--- src/rtl/chs_pkg.sv ---
package chs_pkg;

  localparam int DEF_BUCKETS = 256;
  localparam int DEF_NODES   = 1024;
  localparam int KEY_W       = 32;
  localparam int VAL_W       = 32;
  localparam int FUNC_W      = 2;

  localparam logic [FUNC_W-1:0] FN_INSERT = 2'd0;
  localparam logic [FUNC_W-1:0] FN_FIND   = 2'd1;
  localparam logic [FUNC_W-1:0] FN_DELETE = 2'd2;

  typedef struct packed {
    logic load;
    logic mod_step;
    logic head_ld;
    logic hit_ld;
    logic step;
    logic free_rd;
    logic free_pop;
    logic bump;
    logic ins_new;
    logic ins_upd;
    logic set_full;
    logic unlink;
    logic push_free;
    logic clr_wr;
    logic emit;
  } chs_cmd_t;

  typedef struct packed {
    logic             mod_done;
    logic             cur_nil;
    logic             key_eq;
    logic             free_nil;
    logic             alloc_full;
    logic             hit;
    logic             clr_last;
    logic             out_busy;
    logic [FUNC_W-1:0] func;
  } chs_stat_t;

endpackage

--- src/rtl/chs_ctrl.sv ---
module chs_ctrl (
  input  logic               clk,
  input  logic               rst_n,
  input  logic               in_valid,
  output logic               in_ready,
  input  chs_pkg::chs_stat_t stat,
  output chs_pkg::chs_cmd_t  cmd
);
  typedef enum logic [3:0] {
    S_CLR, S_IDLE, S_MOD, S_HRD, S_HWT, S_NRD, S_NWT, S_ACT,
    S_FRD, S_FWT, S_INS, S_PSH, S_DONE
  } state_t;

  state_t state_r, state_nxt;

  always_comb begin
    cmd       = '0;
    state_nxt = state_r;
    unique case (state_r)
      S_CLR: begin
        cmd.clr_wr = 1'b1;
        if (stat.clr_last) state_nxt = S_IDLE;
      end
      S_IDLE: begin
        if (in_valid) begin
          cmd.load  = 1'b1;
          state_nxt = S_MOD;
        end
      end
      S_MOD: begin
        if (stat.func != chs_pkg::FN_INSERT && stat.func != chs_pkg::FN_FIND &&
            stat.func != chs_pkg::FN_DELETE) begin
          state_nxt = S_DONE;
        end else if (stat.mod_done) begin
          state_nxt = S_HRD;
        end else begin
          cmd.mod_step = 1'b1;
        end
      end
      S_HRD: state_nxt = S_HWT;
      S_HWT: begin
        cmd.head_ld = 1'b1;
        state_nxt   = S_NRD;
      end
      S_NRD: state_nxt = stat.cur_nil ? S_ACT : S_NWT;
      S_NWT: begin
        if (stat.key_eq) begin
          cmd.hit_ld = 1'b1;
          state_nxt  = S_ACT;
        end else begin
          cmd.step  = 1'b1;
          state_nxt = S_NRD;
        end
      end
      S_ACT: begin
        state_nxt = S_DONE;
        priority if (stat.func == chs_pkg::FN_INSERT && stat.hit) begin
          cmd.ins_upd = 1'b1;
        end else if (stat.func == chs_pkg::FN_INSERT) begin
          priority if (!stat.free_nil) begin
            cmd.free_rd = 1'b1;
            state_nxt   = S_FRD;
          end else if (!stat.alloc_full) begin
            cmd.bump  = 1'b1;
            state_nxt = S_INS;
          end else begin
            cmd.set_full = 1'b1;
          end
        end else if (stat.func == chs_pkg::FN_DELETE && stat.hit) begin
          cmd.unlink = 1'b1;
          state_nxt  = S_PSH;
        end else begin
          state_nxt = S_DONE;
        end
      end
      S_FRD: begin
        cmd.free_rd = 1'b1;
        state_nxt   = S_FWT;
      end
      S_FWT: begin
        cmd.free_pop = 1'b1;
        state_nxt    = S_INS;
      end
      S_INS: begin
        cmd.ins_new = 1'b1;
        state_nxt   = S_DONE;
      end
      S_PSH: begin
        cmd.push_free = 1'b1;
        state_nxt     = S_DONE;
      end
      S_DONE: begin
        if (!stat.out_busy) begin
          cmd.emit  = 1'b1;
          state_nxt = S_IDLE;
        end
      end
      default: state_nxt = S_IDLE;
    endcase
  end

  always_ff @(posedge clk) begin
    if (!rst_n) begin
      state_r <= S_CLR;
    end else begin
      state_r <= state_nxt;
    end
  end

  assign in_ready = state_r == S_IDLE;

  a_emit_once: assert property (@(posedge clk) disable iff (!rst_n)
    cmd.emit |=> !cmd.emit) else $error("double result");
  a_no_load_clr: assert property (@(posedge clk) disable iff (!rst_n)
    cmd.clr_wr |-> !in_ready) else $error("ready during clear");
  a_ins_after: assert property (@(posedge clk) disable iff (!rst_n)
    cmd.ins_new |-> $past(cmd.free_pop) || $past(cmd.bump)) else $error("no node");
endmodule

--- config.mk ---
export PLATFORM = sky130hd
export DESIGN_NAME = chs_ctrl
export DESIGN_NICKNAME = d
export VERILOG_FILES = /design/src/rtl/chs_pkg.sv /design/src/rtl/chs_ctrl.sv
export SDC_FILE = /design/constraint.sdc
export NUM_CORES = 1
export LEC_CHECK = 0
export BUFFER_PORTS_ARGS = -buffer_cell sky130_fd_sc_hd__buf_2
export CAP_MARGIN = 20
export CORE_AREA = 2 2 39 41
export CTS_CLUSTER_SIZE = 10
export DETAILED_ROUTE_END_ITERATION = 16
export DIE_AREA = 0 0 41 43
export HOLD_SLACK_MARGIN = 0.15
export PLACE_DENSITY = 0.73
export SYNTH_ARGS = -nofsm -noshare
export SYNTH_HDL_FRONTEND = slang
export SYNTH_SLANG_ARGS = --single-unit
--- constraint.sdc ---
create_clock -name clk -period 1.55 [get_ports clk]
set_input_delay 0.2325 -clock clk [delete_from_list [all_inputs] [get_ports clk]]
set_output_delay 0.2325 -clock clk [all_outputs]
set_load 0.03 [all_outputs]
=== After elaboration in Yosys (flattened, before gate mapping) ===
Index checks and enable logic that the tools add are counted.

* Register bits: 4
* Bits in latches: 0
* RAM bits: 0
* Bits in read-only memories: 0
* Input port bits: 13
* Output and inout bits: 16
* Word-level logic and storage cells: 74
* Memories: 0

* $add $sub $neg: 0
* $mul: 0
* Div/mod/pow operators: 0
* $lt $le $gt $ge: 0
* Eq/ne operators: 19
* Shift operators: 0
* Mux-type cells: 45
* Bitwise operators: 0
* Reductions and logical operators: 9

{| class="wikitable"
|+ Operators by type and width
! cell !! number
|-
| 4-bit one-hot mux with 12 select lines || 1
|-
| 4-bit 2-to-1 mux || 8
|-
| 1-bit 2-to-1 mux || 29
|-
| 4-bit == test (second input constant) || 5
|-
| 4-bit by 3-bit == test with 1-bit output (second input constant) || 4
|-
| 3-bit 2-to-1 mux || 3
|-
| 4-bit by 2-bit == test with 1-bit output (second input constant) || 2
|-
| 2-bit != test (second input constant) || 4
|-
| 2-bit 2-to-1 mux || 3
|-
| 4-bit by 1-bit == test with 1-bit output (second input constant) || 1
|-
| 1-bit logical AND || 4
|-
| 4-bit logical NOT || 1
|-
| 4-bit AND reduction || 1
|-
| 3-bit != test (second input constant) || 1
|-
| 2-bit == test (second input constant) || 1
|-
| 2-bit logical NOT || 1
|-
| 2-bit by 1-bit != test with 1-bit output (second input constant) || 1
|-
| 1-bit one-hot mux with 2 select lines || 1
|-
| 2-bit nonzero test || 1
|-
| 2-bit OR reduction || 1
|}

=== Longest topological paths before layout ===
* Depth after elaboration: 6
* Gate-level depth with buffers: 5
* Depth with buffers taken out: 4

=== Worst setup path after synthesis ===
No wires, ideal clock.

* Path kind: register -> output
* Start point: register state_r[1]
* End point: output port cmd[14] in the netlist's numbering
* Arrival time: 1.886 ns
* Required time: 1.317 ns
* Path slack: -0.568 ns
* Stages on the path, launching flop included: 5
* Cells stage by stage: dfxtp_1 -> clkbuf_8 -> or2b_2 -> nor3_1 -> and2_1

{| class="wikitable"
|+ RTL lines
! item !! RTL line !! RTL
|-
| start: declaration || chs_ctrl.sv:14 || <nowiki>state_t state_r, state_nxt;</nowiki>
|-
| start signal: assignment || chs_ctrl.sv:106 || <nowiki>state_r <= state_nxt;</nowiki>
|-
| end: declaration || chs_ctrl.sv:7 || <nowiki>output chs_pkg::chs_cmd_t cmd</nowiki>
|}

==> reports/metrics.cfg <==
[cells_and_area]
stdcell_area_sq_um = 966
num_antenna_cells = 0
top_regs = state_r x4
largest_register_ffs = 4
final_common_cell = buf_4
largest_register = state_r
area_delta_synth_final_pct = 81.2
layout.nets = 123
layout_common_cells = 19 x buf_4, 13 x buf_2, 9 x buf_6, 5 x nor3_2
drive_above_1_share_pct = 69.4

[worst_setup_path]
crit_path_end_kind = output port
regToRegSetupSlack_ns = 0.07
path_cells = nand4b_4 > or3_4 > o32ai_2 > buf_4
cpLargestDelayFamily = simple AND/OR/NAND/NOR gates
critPathKind = flip-flop to output port
cp-start-kind = flip-flop
cp_slowest_cell = or3_4
cp_max_fo = 2
cp_data_arrival_time_ns = 1.47
ff2ff_path_depth = 6
path_depth = 4
crit_required_ns = 1.32
cp_num_buf_inv = 1
critical_path.max_stage_delay_ns = 0.35

[synthesis]
synthesis.area_sq_um = 533
ys_types = 31
netlist.area_leader.share_pct = 15.0
ys_top_cells_by_area = dfxtp_1 15%, nor3_1 9.4%, clkbuf_8 5.2%
synth_simple_gate_area_share_pct = 49.5
yosysWarnings = 0
synth_cells = 68
synth-xor-area-share_pct = 0
synth_top_family_by_area = simple AND/OR/NAND/NOR gates
muxShareOfSynthArea_pct = 2.11
synth_top_area_cell = dfxtp_1
ys_seq_area_share_pct = 15.0
synth_compound_area_share_pct = 21.8
syn-num-nets = 81
synth-adder-area-share_pct = 0
synth-seq-cells = 4
postSynthAreaPerCell_sq_um = 7.84

[cts]
htreeDepth = 1
cts_root_buf = clkbuf_4
cts_buffers = 3
cts_tree = built
clockBufferDepth = 2
clk_pin_slew_ns = 0.03
cts-hold-fix-buffers = 0
cts_num_sinks = 4
worstSkewPairLatency_ns = 0.25

[place]
dpl_worst_slack_ns = -0.0295
placed_cell_area_sq_um = 756
hpwl_microns = 1310
gp_congestion = 0.840
port_buffers = 28

[sta]
fin_crit_ns = 1.70
tns_ns = -0.301
setup_ws_ns = -0.154
finClkSkew_ns = 0.00506
grt_setup_unrepaired = true
finalHoldViolations = 0
max-slew-margin-rel_pct = 64.3
max_freq_ghz = 0.587
fin_crit_sh_pct = 110
setup_violations = 4
drv_slew = 0
worst_pin_slew_ns = 0.523

[hold_path]
hp-class = input pin to flip-flop
whs_path_depth = 2

[grt]
antenna_found_initial = 0
grt_overflow = 0
grt_pass1_wl_microns = 2600
grt_pass1_vias = 643
grt_max_degree = 10
track_usage_pct = 21.2

[floorplan]
dieHeight_microns = 43
start_util_pct = 38.5
die_area_sq_um = 1760
ioPinCount = 29
chipWidth_microns = 41
design.core.area_sq_um = 1380
rows = 14

[power]
p_leak_nw = 0.443
finalPower_w = 0.000397
powerDensity_nw_per_um2 = 411
vdd.ir_drop.worst_mv = 0.347

[drt]
drc = 0
highest_layer = met4
wl_met3_microns = 114
dr.pass1.iters = 4
finalWirelength_microns = 1850
drt_iter0_markers = 7
post_drt_wl_per_cell_microns = 14.9
vias = 719
dr_wl_met2_microns = 996
routed_via_density = 5.80
wl_met1_microns = 716
ant_nets = 0

[outcome]
outcome = complete, but fails checks
violations = negative setup slack

[job]
max-cap-violations = 0

[metal layers]
layer | up-vias | GRT usage (%)
met5 | - | 0
met4 | 0 | 8.67
met3 | 4 | 4.19
met2 | 41 | 37.5
met1 | 336 | 22.6
li1 | 338 | -
[worst paths after layout]
kind	endpoint	startpoint
min reg2reg	state_r[0]$_SDFFE_PN0P_	state_r[1]$_SDFFE_PN0P_
min	state_r[2]$_SDFFE_PN0P_	rst_n
max	cmd[9]	state_r[3]$_SDFFE_PN0P_
max reg2reg	state_r[1]$_SDFFE_PN0P_	state_r[2]$_SDFFE_PN0P_
[metrics by stage]
| step | hold slack (ns) | util, % | cells |
|---|---|---|---|
| 6_report | 0.225 | 69.8 | 124 |
| 5_1_grt | 0.247 | 69.8 | 124 |
| 4_1_cts | 0.229 | 63.7 | 122 |
| 3_5_place_dp | 0.471 | 54.6 | 117 |
| 3_3_place_gp | 0.473 | 54.6 | 117 |
| 2_1_floorplan | 0.350 | - | 68 |
[cell families (layout without fill, tap and decap cells)]
group,count (synthesis),in the layout
buffers and inverters,7,47
muxes,1,1
DFF,4,4
and+or+nand+nor,39,39
AOI/OAI and AO/OA,17,17
[where the power goes]
group | leakage, nW | internal [W] | switching [W]
sequential | 0.0352 | 0.000104 | 0.00000542
clock | 0.0138 | 0.0000870 | 0.0000493
combinational | 0.394 | 0.0000673 | 0.0000836
total | 0.443 | 0.000259 | 0.000138
[final cells by class]
cell class              instances  area (sq um)
multi-input cells              57           510
fillers                        97           418
repair buffers                 41           309
flip-flops and latches          4          92.6
clock buffers                   3          22.5
well taps                      16          20.0
inverters                       3          11.3
[Yosys cell counts (all sizes together)]
cell / n
or4b: 1
a211oi: 1
nand2b: 2
a2111oi: 1
and2: 2
and2b: 1
a31oi: 2
nor4b: 1
or3: 2
a211o: 2
buf: 2
nand3: 1
or2b: 3
nand4b: 1
a21oi: 4
nor2: 6
o32ai: 2
and3b: 1
o21ai: 3
o211ai: 1
o21a: 1
nand2: 4
nor4: 1
mux2: 1
dfxtp: 4
inv: 3
or2: 1
clkbuf: 2
nor3: 12
[timing repair]
item	CTS	global route
pin swaps	4	4
setup buffers	2	2
setup endpoints to repair	16	16
gates resized for setup	30	24
Note: power is estimated with default switching activity, not from simulation.
